$ cat src/aae_pkg.sv
// Types and constants of the adaptive arithmetic encoder.
`default_nettype none
package aae_pkg;

    localparam int CNT_W       = 15;
    localparam int FOLLOW_W    = 32;
    localparam int MAX_RESULTS = 16;
    localparam int RES_W       = 5;

    localparam logic [CNT_W-1:0] LIMIT_MAX = 15'd16384;

    typedef enum logic [1:0] {
        KIND_ENCODE = 2'd0,
        KIND_FINISH = 2'd1,
        KIND_START  = 2'd2,
        KIND_CLEAR  = 2'd3
    } t_kind;

    typedef enum logic [3:0] {
        ST_CLEAR,
        ST_IDLE,
        ST_CUM_RD,
        ST_CUM_ACC,
        ST_LO_GO,
        ST_LO_WAIT,
        ST_RG_GO,
        ST_RG_WAIT,
        ST_UPD,
        ST_RESC_RD,
        ST_RESC_WR,
        ST_RENORM,
        ST_FIN0,
        ST_FIN1,
        ST_FIN2,
        ST_FLUSH
    } t_state;

    typedef struct packed {
        logic [1:0] kind;
        logic [3:0] symbol;
    } t_in_word;

    typedef struct packed {
        logic                lead_bit;
        logic [FOLLOW_W-1:0] follow_count;
        logic                last;
    } t_out_word;

endpackage
`default_nettype wire

$ cat src/aae_ram.sv
// Generic single-write, single-read RAM with registered read data.
`default_nettype none
module aae_ram #(
    parameter int WIDTH = 15,
    parameter int DEPTH = 16
) (
    input  wire logic                     i_clk,
    input  wire logic                     i_we,
    input  wire logic [$clog2(DEPTH)-1:0] i_waddr,
    input  wire logic [WIDTH-1:0]         i_wdata,
    input  wire logic [$clog2(DEPTH)-1:0] i_raddr,
    output logic      [WIDTH-1:0]         o_rdata
);

    logic [WIDTH-1:0] r_mem [DEPTH];

    always_ff @(posedge i_clk) begin
        if (i_we) begin
            r_mem[i_waddr] <= i_wdata;
        end
        o_rdata <= r_mem[i_raddr];
    end

endmodule
`default_nettype wire

$ cat src/aae_divider.sv
// Shared multiply-then-divide unit: one product, then one quotient bit per cycle.
`default_nettype none
module aae_divider #(
    parameter int A_W = 16,
    parameter int B_W = 15
) (
    input  wire logic           i_clk,
    input  wire logic           i_rst_n,
    input  wire logic           i_start,
    input  wire logic [A_W-1:0] i_a,
    input  wire logic [B_W-1:0] i_b,
    input  wire logic [B_W-1:0] i_div,
    output logic                o_done,
    output logic      [A_W-1:0] o_quot
);

    localparam int P_W = A_W + B_W;
    localparam int C_W = $clog2(P_W + 1);

    logic [P_W-1:0] r_dvd;
    logic [B_W-1:0] r_rem;
    logic [B_W-1:0] r_div;
    logic [C_W-1:0] r_cnt;
    logic           r_done;
    logic [B_W:0]   trial;
    logic [B_W:0]   diff;
    logic           ge;

    // restoring step
    assign trial = {r_rem, r_dvd[P_W-1]};
    assign ge    = trial >= {1'b0, r_div};
    assign diff  = trial - {1'b0, r_div};

    // control
    always_ff @(posedge i_clk) begin
        if (!i_rst_n) begin
            r_cnt  <= '0;
            r_done <= 1'b0;
        end else begin
            r_done <= 1'b0;
            if (i_start) begin
                r_cnt <= C_W'(P_W);
            end else if (r_cnt != '0) begin
                r_cnt <= r_cnt - C_W'(1);
                if (r_cnt == C_W'(1)) begin
                    r_done <= 1'b1;
                end
            end
        end
    end

    // datapath: product loads the shifter, quotient bits shift in
    always_ff @(posedge i_clk) begin
        if (i_start) begin
            r_dvd <= P_W'(i_a) * P_W'(i_b);
            r_rem <= '0;
            r_div <= i_div;
        end else if (r_cnt != '0) begin
            r_rem <= ge ? diff[B_W-1:0] : trial[B_W-1:0];
            r_dvd <= {r_dvd[P_W-2:0], ge};
        end
    end

    assign o_done = r_done;
    assign o_quot = r_dvd[A_W-1:0];

endmodule
`default_nettype wire

$ cat src/adaptive_arithmetic_encoder_top.sv
// Adaptive multi-symbol arithmetic encoder, top level.
// Usage:
//  - Input channel (i_in_valid/o_in_ready, i_in_data) takes one command word:
//    encode symbol, finish stream, start coder or reset context counts.
//  - Output channel (o_out_valid/i_out_ready, o_out_data) gives code bits with
//    their follow counts; last marks the final word of a command.
//  - Config channel (i_cfg_valid/o_cfg_ready, i_cfg_data) writes the rescale
//    limit; always ready, values above 16384 are clamped.
// Flow: one command at a time. An encode sweeps the count RAM up to the symbol to
//    form its cumulative count, runs two divisions on the serial divider (one
//    quotient bit a cycle), updates the count, halves all counts when the total
//    would pass the limit, then renormalizes (up to REG_BITS-2 steps, paused
//    while the output is stalled). Finish goes through FIN0, FIN1, FIN2 and FLUSH;
//    start leaves the coder idle.
// Reset: a clearing pass writes all ALPHABET counts to 1; input is
//    not ready meanwhile. A reset-context command repeats that pass.
// Stall: an output register and one holding word buffer results; a stalled
//    receiver pauses the renormalization loop and the finish steps.
`default_nettype none
module adaptive_arithmetic_encoder_top
    import aae_pkg::*;
#(
    parameter int REG_BITS = 16,
    parameter int ALPHABET = 16
) (
    input  wire logic             i_clk,
    input  wire logic             i_rst_n,
    input  wire logic             i_in_valid,
    output logic                  o_in_ready,
    input  wire t_in_word         i_in_data,
    output logic                  o_out_valid,
    input  wire logic             i_out_ready,
    output t_out_word             o_out_data,
    input  wire logic             i_cfg_valid,
    output logic                  o_cfg_ready,
    input  wire logic [CNT_W-1:0] i_cfg_data
);

    localparam int AW = (ALPHABET > 1) ? $clog2(ALPHABET) : 1;
    localparam int IW = $clog2(ALPHABET + 1);
    localparam logic [REG_BITS-1:0] HALF    = {1'b1, {(REG_BITS-1){1'b0}}};
    localparam logic [REG_BITS-1:0] QUARTER = {2'b01, {(REG_BITS-2){1'b0}}};
    localparam logic [REG_BITS-1:0] RANGE0  = HALF - REG_BITS'(2);

    t_state              r_state, n_state;
    logic [REG_BITS-1:0] r_low, n_low;
    logic [REG_BITS-1:0] r_range, n_range;
    logic [FOLLOW_W-1:0] r_pend, n_pend;
    logic [CNT_W-1:0]    r_total, n_total;
    logic [CNT_W-1:0]    r_limit;
    logic [IW-1:0]       r_idx, n_idx;
    logic [CNT_W-1:0]    r_cum, n_cum;
    logic [CNT_W-1:0]    r_cnt_sym, n_cnt_sym;
    logic [CNT_W-1:0]    r_tsum, n_tsum;
    logic [3:0]          r_sym, n_sym;
    logic                r_hold_v, n_hold_v;
    t_out_word           r_hold, n_hold;
    logic                r_out_v, n_out_v;
    t_out_word           r_out, n_out;
    logic [RES_W-1:0]    r_nres, n_nres;

    logic             in_acc;
    logic             sym_ok;
    logic             can_emit;
    logic             e_req;
    logic             e_bit;
    logic [FOLLOW_W-1:0] e_follow;
    logic [CNT_W-1:0] tot_inc;
    logic [CNT_W-1:0] half_cnt;
    logic             idx_end;
    logic             renorm_done;
    logic             div_start;
    logic             div_done;
    logic [REG_BITS-1:0] div_quot;
    logic             ram_we;
    logic [AW-1:0]    ram_waddr;
    logic [CNT_W-1:0] ram_wdata;
    logic [AW-1:0]    ram_raddr;
    logic [CNT_W-1:0] ram_rdata;

    assign o_in_ready  = (r_state == ST_IDLE);
    assign o_cfg_ready = 1'b1;
    assign o_out_valid = r_out_v;
    assign o_out_data  = r_out;

    assign in_acc      = i_in_valid && o_in_ready;
    assign sym_ok      = 32'(i_in_data.symbol) < ALPHABET;
    assign can_emit    = !r_hold_v || !r_out_v;
    assign tot_inc     = r_total + CNT_W'(1);
    assign idx_end     = (r_idx == IW'(ALPHABET - 1));
    assign renorm_done = (r_range[REG_BITS-1:REG_BITS-2] != 2'b00);
    assign half_cnt    = (ram_rdata[CNT_W-1:1] == '0) ? CNT_W'(1)
                                                      : {1'b0, ram_rdata[CNT_W-1:1]};

    // count memory
    aae_ram #(
        .WIDTH (CNT_W),
        .DEPTH (ALPHABET)
    ) u_counts (
        .i_clk   (i_clk),
        .i_we    (ram_we),
        .i_waddr (ram_waddr),
        .i_wdata (ram_wdata),
        .i_raddr (ram_raddr),
        .o_rdata (ram_rdata)
    );

    // shared multiply/divide unit
    assign div_start = (r_state == ST_LO_GO) || (r_state == ST_RG_GO);

    aae_divider #(
        .A_W (REG_BITS),
        .B_W (CNT_W)
    ) u_div (
        .i_clk   (i_clk),
        .i_rst_n (i_rst_n),
        .i_start (div_start),
        .i_a     (r_range),
        .i_b     ((r_state == ST_LO_GO) ? r_cum : r_cnt_sym),
        .i_div   (r_total),
        .o_done  (div_done),
        .o_quot  (div_quot)
    );

    // emit request per state
    always_comb begin
        e_req    = 1'b0;
        e_bit    = 1'b0;
        e_follow = r_pend;
        case (r_state)
            ST_RENORM: begin
                e_req = !renorm_done &&
                        (r_low[REG_BITS-1] || (r_low[REG_BITS-1:REG_BITS-2] == 2'b00));
                e_bit = r_low[REG_BITS-1];
            end
            ST_FIN0: begin
                e_req = 1'b1;
                e_bit = r_low[REG_BITS-1];
            end
            ST_FIN1: begin
                e_req    = 1'b1;
                e_bit    = r_low[REG_BITS-2];
                e_follow = '0;
            end
            ST_FIN2: begin
                e_req    = 1'b1;
                e_bit    = 1'b1;
                e_follow = '0;
            end
            default: begin
                e_req = 1'b0;
            end
        endcase
    end

    // next state
    always_comb begin
        n_state = r_state;
        case (r_state)
            ST_CLEAR:   if (idx_end) n_state = ST_IDLE;
            ST_IDLE: begin
                if (in_acc) begin
                    case (t_kind'(i_in_data.kind))
                        KIND_ENCODE: if (sym_ok) n_state = ST_CUM_RD;
                        KIND_FINISH: n_state = ST_FIN0;
                        KIND_CLEAR:  n_state = ST_CLEAR;
                        default:     n_state = ST_IDLE;
                    endcase
                end
            end
            ST_CUM_RD:  n_state = ST_CUM_ACC;
            ST_CUM_ACC: n_state = (r_idx == IW'(r_sym)) ? ST_LO_GO : ST_CUM_RD;
            ST_LO_GO:   n_state = ST_LO_WAIT;
            ST_LO_WAIT: if (div_done) n_state = ST_RG_GO;
            ST_RG_GO:   n_state = ST_RG_WAIT;
            ST_RG_WAIT: if (div_done) n_state = ST_UPD;
            ST_UPD:     n_state = (tot_inc > r_limit) ? ST_RESC_RD : ST_RENORM;
            ST_RESC_RD: n_state = ST_RESC_WR;
            ST_RESC_WR: n_state = idx_end ? ST_RENORM : ST_RESC_RD;
            ST_RENORM: begin
                if (renorm_done) n_state = ST_FLUSH;
            end
            ST_FIN0:    if (can_emit) n_state = ST_FIN1;
            ST_FIN1:    if (can_emit) n_state = ST_FIN2;
            ST_FIN2:    if (can_emit) n_state = ST_FLUSH;
            ST_FLUSH:   if (!r_hold_v || !r_out_v) n_state = ST_IDLE;
            default:    n_state = ST_IDLE;
        endcase
    end

    // datapath and outputs
    always_comb begin
        n_low     = r_low;
        n_range   = r_range;
        n_pend    = r_pend;
        n_total   = r_total;
        n_idx     = r_idx;
        n_cum     = r_cum;
        n_cnt_sym = r_cnt_sym;
        n_tsum    = r_tsum;
        n_sym     = r_sym;
        n_hold_v  = r_hold_v;
        n_hold    = r_hold;
        n_out_v   = r_out_v && !i_out_ready;
        n_out     = r_out;
        n_nres    = r_nres;
        ram_we    = 1'b0;
        ram_waddr = r_idx[AW-1:0];
        ram_wdata = CNT_W'(1);
        ram_raddr = r_idx[AW-1:0];

        case (r_state)
            ST_CLEAR: begin
                ram_we = 1'b1;
                n_idx  = r_idx + IW'(1);
                if (idx_end) begin
                    n_total = CNT_W'(ALPHABET);
                end
            end
            ST_IDLE: begin
                if (in_acc) begin
                    n_idx  = '0;
                    n_cum  = '0;
                    n_nres = '0;
                    n_sym  = i_in_data.symbol;
                    if (t_kind'(i_in_data.kind) == KIND_START) begin
                        n_low   = '0;
                        n_range = RANGE0;
                        n_pend  = '0;
                    end
                end
            end
            ST_CUM_ACC: begin
                if (r_idx == IW'(r_sym)) begin
                    n_cnt_sym = ram_rdata;
                end else begin
                    n_cum = r_cum + ram_rdata;
                    n_idx = r_idx + IW'(1);
                end
            end
            ST_LO_WAIT: begin
                if (div_done) n_low = r_low + div_quot;
            end
            ST_RG_WAIT: begin
                if (div_done) n_range = (div_quot == '0) ? REG_BITS'(1) : div_quot;
            end
            ST_UPD: begin
                ram_we    = 1'b1;
                ram_waddr = AW'(r_sym);
                ram_wdata = r_cnt_sym + CNT_W'(1);
                n_total   = tot_inc;
                n_idx     = '0;
                n_tsum    = '0;
            end
            ST_RESC_WR: begin
                ram_we    = 1'b1;
                ram_wdata = half_cnt;
                n_tsum    = r_tsum + half_cnt;
                n_idx     = r_idx + IW'(1);
                if (idx_end) n_total = r_tsum + half_cnt;
            end
            ST_RENORM: begin
                if (!renorm_done && (!e_req || can_emit)) begin
                    if (r_low[REG_BITS-1]) begin
                        n_low = {1'b0, r_low[REG_BITS-2:0]} << 1;
                    end else if (r_low[REG_BITS-2]) begin
                        n_low  = {2'b00, r_low[REG_BITS-3:0]} << 1;
                        n_pend = (r_pend == '1) ? r_pend : r_pend + FOLLOW_W'(1);
                    end else begin
                        n_low = r_low << 1;
                    end
                    n_range = r_range << 1;
                end
            end
            ST_FLUSH: begin
                if (r_hold_v && !r_out_v) begin
                    n_out      = r_hold;
                    n_out.last = 1'b1;
                    n_out_v    = 1'b1;
                    n_hold_v   = 1'b0;
                end
            end
            default: begin
                n_idx = r_idx;
            end
        endcase

        // shared result emit: older held word moves to the output register
        if (e_req && can_emit) begin
            n_pend = '0;
            if (r_nres < RES_W'(MAX_RESULTS)) begin
                if (r_hold_v) begin
                    n_out   = r_hold;
                    n_out_v = 1'b1;
                end
                n_hold.lead_bit     = e_bit;
                n_hold.follow_count = e_follow;
                n_hold.last         = 1'b0;
                n_hold_v            = 1'b1;
                n_nres              = r_nres + RES_W'(1);
            end
        end
    end

    // control registers
    always_ff @(posedge i_clk) begin
        if (!i_rst_n) begin
            r_state  <= ST_CLEAR;
            r_low    <= '0;
            r_range  <= RANGE0;
            r_pend   <= '0;
            r_total  <= CNT_W'(ALPHABET);
            r_limit  <= LIMIT_MAX;
            r_idx    <= '0;
            r_hold_v <= 1'b0;
            r_out_v  <= 1'b0;
            r_nres   <= '0;
        end else begin
            r_state  <= n_state;
            r_low    <= n_low;
            r_range  <= n_range;
            r_pend   <= n_pend;
            r_total  <= n_total;
            r_idx    <= n_idx;
            r_hold_v <= n_hold_v;
            r_out_v  <= n_out_v;
            r_nres   <= n_nres;
            if (i_cfg_valid && o_cfg_ready) begin
                r_limit <= (i_cfg_data > LIMIT_MAX) ? LIMIT_MAX : i_cfg_data;
            end
        end
    end

    // payload registers
    always_ff @(posedge i_clk) begin
        r_cum     <= n_cum;
        r_cnt_sym <= n_cnt_sym;
        r_tsum    <= n_tsum;
        r_sym     <= n_sym;
        r_hold    <= n_hold;
        r_out     <= n_out;
    end

endmodule
`default_nettype wire

$ cat config.mk
export PLATFORM = sky130hd
export DESIGN_NAME = adaptive_arithmetic_encoder_top
export DESIGN_NICKNAME = d
export VERILOG_FILES = /design/src/aae_pkg.sv /design/src/aae_ram.sv /design/src/aae_divider.sv /design/src/adaptive_arithmetic_encoder_top.sv
export SDC_FILE = /design/constraint.sdc
export NUM_CORES = 2
export LEC_CHECK = 0
export BUFFER_PORTS_ARGS = -buffer_cell sky130_fd_sc_hd__clkbuf_2
export CAP_MARGIN = 0
export CORE_ASPECT_RATIO = 1.2
export CORE_UTILIZATION = 45
export CTS_CLUSTER_DIAMETER = 100
export DETAILED_ROUTE_END_ITERATION = 8
export MAX_ROUTING_LAYER = met4
export PLACE_DENSITY_LB_ADDON = 0.05
export SYNTH_ARGS = -nofsm -noshare
export SYNTH_HDL_FRONTEND = slang
export SYNTH_SLANG_ARGS = --single-unit
export TNS_END_PERCENT = 50
$ cat constraint.sdc
create_clock -name i_clk -period 10.6 [get_ports i_clk]
set_clock_uncertainty 0.05 [all_clocks]
set_input_delay 1.06 -clock i_clk [delete_from_list [all_inputs] [get_ports i_clk]]
set_output_delay 1.06 -clock i_clk [all_outputs]
set_load 0.01 [all_outputs]
==> flow_summary_export.csv <==
group,metric,value,unit
drt,ant_nets,0,
outcome,status,"finished clean",
clock_network,tritoncts,"yes",
yosys,ys_ff_latch,548,
global_routing,grt_usage,22.5,%
yosys,yosys.area.top_type,"edfxtp_1",
timing,relSlewSlack,16.5,%
timing,fin_crit,8.78,ns
timing,hold_viol_final,0,
yosys,synth.top_cell.area_share,35.9,%
yosys,synth_nets,3373,
setup_path,critPathCaptureType,"flop",
die,die_x,251,µm
clock_network,cts_resized,0,
global_routing,grt-busiest-layer,"met2",
setup_path,slowest_stage,"dfxtp_1",
clock_network,cts.clk_slew.worst_paths,0.06,ns
setup_path,worstPathArrival,9.09,ns
final_layout,syn_to_final_growth,9.86,%
timing,fin_ws,1.82,ns
clock_network,cts.sinks,548,
drt,drc_errors,0,
placed_design,hpwl,56300,µm
global_routing,grt_pass1_vias,22900,
setup_path,critPathMaxStageDelay,0.77,ns
drt,routed_wl,80900,µm
drt,vias_per_cell,5.56,
setup_path,critical_path.max_fanout,25,
clock_network,clk_latency,0.64,ns
setup_path,critical-path-top-delay-family,"adder cells",
drt,wl_per_cell,20.2,µm
yosys,synth_ff_type,"edfxtp_1",
placed_design,place_ws,1.79,ns
yosys,yosysSeqAreaShare,44.8,%
drt,dr.first_iter.drc_count,1493,
yosys,syn_area,0.0334,mm²
setup_path,timing.critical_path.mode_cell,"fa_1",
yosys,yosys-top-cells-area,"edfxtp_1, fa_1, dfxtp_1",
global_routing,grtUsageMet2,38.4,%
timing,rsz0062_at_grt,"false",
setup_path,path_buf_inv,5,
die,row_count,109,
die,dieArea,0.0754,mm²
setup_path,required,10.90,ns
clock_network,post-cts-setup-buffers,0,
placed_design,io_buffer_count,61,
yosys,avgSynthCellArea,11.2,µm²
yosys,synth-edff-count,400,
timing,finalCritPeriodShare,82.9,%
yosys,async_flop_share,0,%
global_routing,grt_antenna_before_repair,1,
final_layout,drive_above_1_share,10.8,%
timing,maxSlewViolCount,0,
worst_hold_path,hold_class,"flop to flop",
drt,first_pass_iters,8,
pwr,p_leak,14.6,nW
setup_path,path_class,"flop to flop",
final_layout,nFillCells,6563,
die,core,0.0735,mm²
yosys,syn_inst,2986,
clock_network,ctsHoldBuffers,0,
clock_network,clockBufferDepth,3,
setup_path,path_cells,"inv_1 -> nor2_1 -> nand2_2 -> nor2_2 -> mux2_2 -> and2_1 -> fa_1 -> inv_1 -> fa_1 -> inv_1 -> fa_1 -> fa_1 -> fa_1 -> inv_1 -> fa_1 -> inv_1 -> ha_1 -> nand2_1 -> o41ai_1 -> o31a_1 -> o21ai_0 -> a31oi_1 -> mux2i_1 -> o311ai_0",
global_routing,use_met1,28.5,%
timing,clock.fmax,114,MHz
yosys,ys_types,85,
timing,tns,0,ns
drt,vias,22300,
run,maxCapViolCount,0,
die,io_pins,63,
global_routing,grt_pass1_wl,129000,µm
global_routing,grt_overflow,0,
pwr,max-vdd-ir-drop,0.237,mV
timing,whs,0.418,ns
timing,worstMarginPinSlew,1.25,ns
clock_network,cts_buffers,59,
global_routing,use_met3,2.67,%
pwr,power_density,281,mW/mm²
setup_path,start_kind,"flop",
global_routing,grt_max_degree,66,
clock_network,clock-root-buffer,"clkbuf_16",
yosys,ys_warn_count,0,
final_layout,layout.nets,3398,
clock_network,h-tree-depth,2,
die,chipHeight,301,µm
die,initial_utilization,45.5,%
timing,setup_viol,0,
placed_design,gp_congestion,0.891,
## registers in the layout, summed over array words and instances, names as in the netlist, 2 cells and up, named ones only
register / flops
r_total: 15
r_cum: 15
r_state: 4
u_counts.r_mem: 240
u_div.r_div: 15
u_div.r_rem: 15
u_div.r_dvd: 31
o_out_data: 2
r_idx: 5
r_hold: 33
r_range: 16
r_nres: 5
r_limit: 15
r_tsum: 15
r_cnt_sym: 15
u_counts.o_rdata: 15
r_low: 16
r_pend: 32
r_sym: 4
u_div.r_cnt: 5
## final cells by class
cell class / instances / area (µm²) / share of cell area [%]
Timing Repair Buffer: 109 / 666 / 1.81
Tap cell: 943 / 1180 / 3.21
Clock inverter: 45 / 453 / 1.23
Multi-Input combinational cell: 2012 / 16900 / 45.9
Clock buffer: 65 / 1520 / 4.14
Inverter: 281 / 1050 / 2.87
Sequential cell: 548 / 15000 / 40.8
Antenna cell: 1 / 2.50 / 0.00682
## per-stage QoR
| step | utilization [%] | std cells | total power [W] | cell area (µm²) |
|---|---|---|---|---|
| after floorplan | - | 2986 | 0.00690 | 33400 |
| after global placement | 47.3 | 3893 | 0.00817 | 34700 |
| after detailed placement | 47.3 | 3893 | 0.00825 | 34700 |
| after CTS | 49.9 | 4003 | 0.0104 | 36700 |
| after global routing | 49.9 | 4004 | 0.0112 | 36700 |
| final | 49.9 | 4004 | 0.0103 | 36700 |
## cell usage after synthesis, drive strengths merged, types with 22 or more instances
library cell  number
xnor2             45
a211oi            22
a22o              32
and3              45
edfxtp           400
nand2b            23
buf               37
dfxtp            148
nor3              51
fa               184
nor2             193
inv              280
ha               177
a22oi             30
nand3             49
a21oi            129
and2              64
xor2              68
nand2            263
clkbuf           108
o21ai            143
a21o              33
mux4              75
nor2b            133
## final timing paths
kind / startpoint / cells past startpoint / end / slack [ns]
setup / recovery: r_state[2] / 24 / u_div.r_dvd[29] / 1.82
hold / removal: u_counts.o_rdata[0] / 0 / r_cnt_sym[0] / 0.42
setup reg to reg: r_state[2] / 24 / u_div.r_dvd[29] / 1.82
hold reg to reg: u_counts.o_rdata[0] / 0 / r_cnt_sym[0] / 0.42
## power breakdown
part | switching (W) | internal, W
Combinational | 0.00302 | 0.00217
Sequential | 0.000290 | 0.00275
Clock | 0.000912 | 0.00119
Total | 0.00423 | 0.00610
## cells by family (layout without fill, tap and decap cells)
kind of cell / after synthesis / after routing / share of synthesized area, %
other: 1 / 2 / 0.0112
multiplexers: 108 / 108 / 6.09
XOR/XNOR: 113 / 113 / 2.96
AO/OA/AOI/OAI: 522 / 522 / 10.1
flip-flops: 548 / 548 / 44.8
adder cells (fa/ha/maj): 362 / 362 / 17.7
AND/OR/NAND/NOR: 906 / 906 / 13.4
buffers and inverters: 426 / 500 / 4.91
## cells in the final DEF (no fill, tap or decap), types with 127 or more instances in the layout
cell        n
inv_1     278
nand2_1   261
dfxtp_1   146
nor2_1    174
edfxtp_1  400
o21ai_0   142
a21oi_1   127
fa_1      184
ha_1      177
nor2b_1   132
## layer usage
metal,wire (µm),part of all wire (%)
met2,40600,50
met4,1870,2.3
met1,35600,44
met5,0,0
met3,2780,3.4
Power figures use the tool's default switching activity.
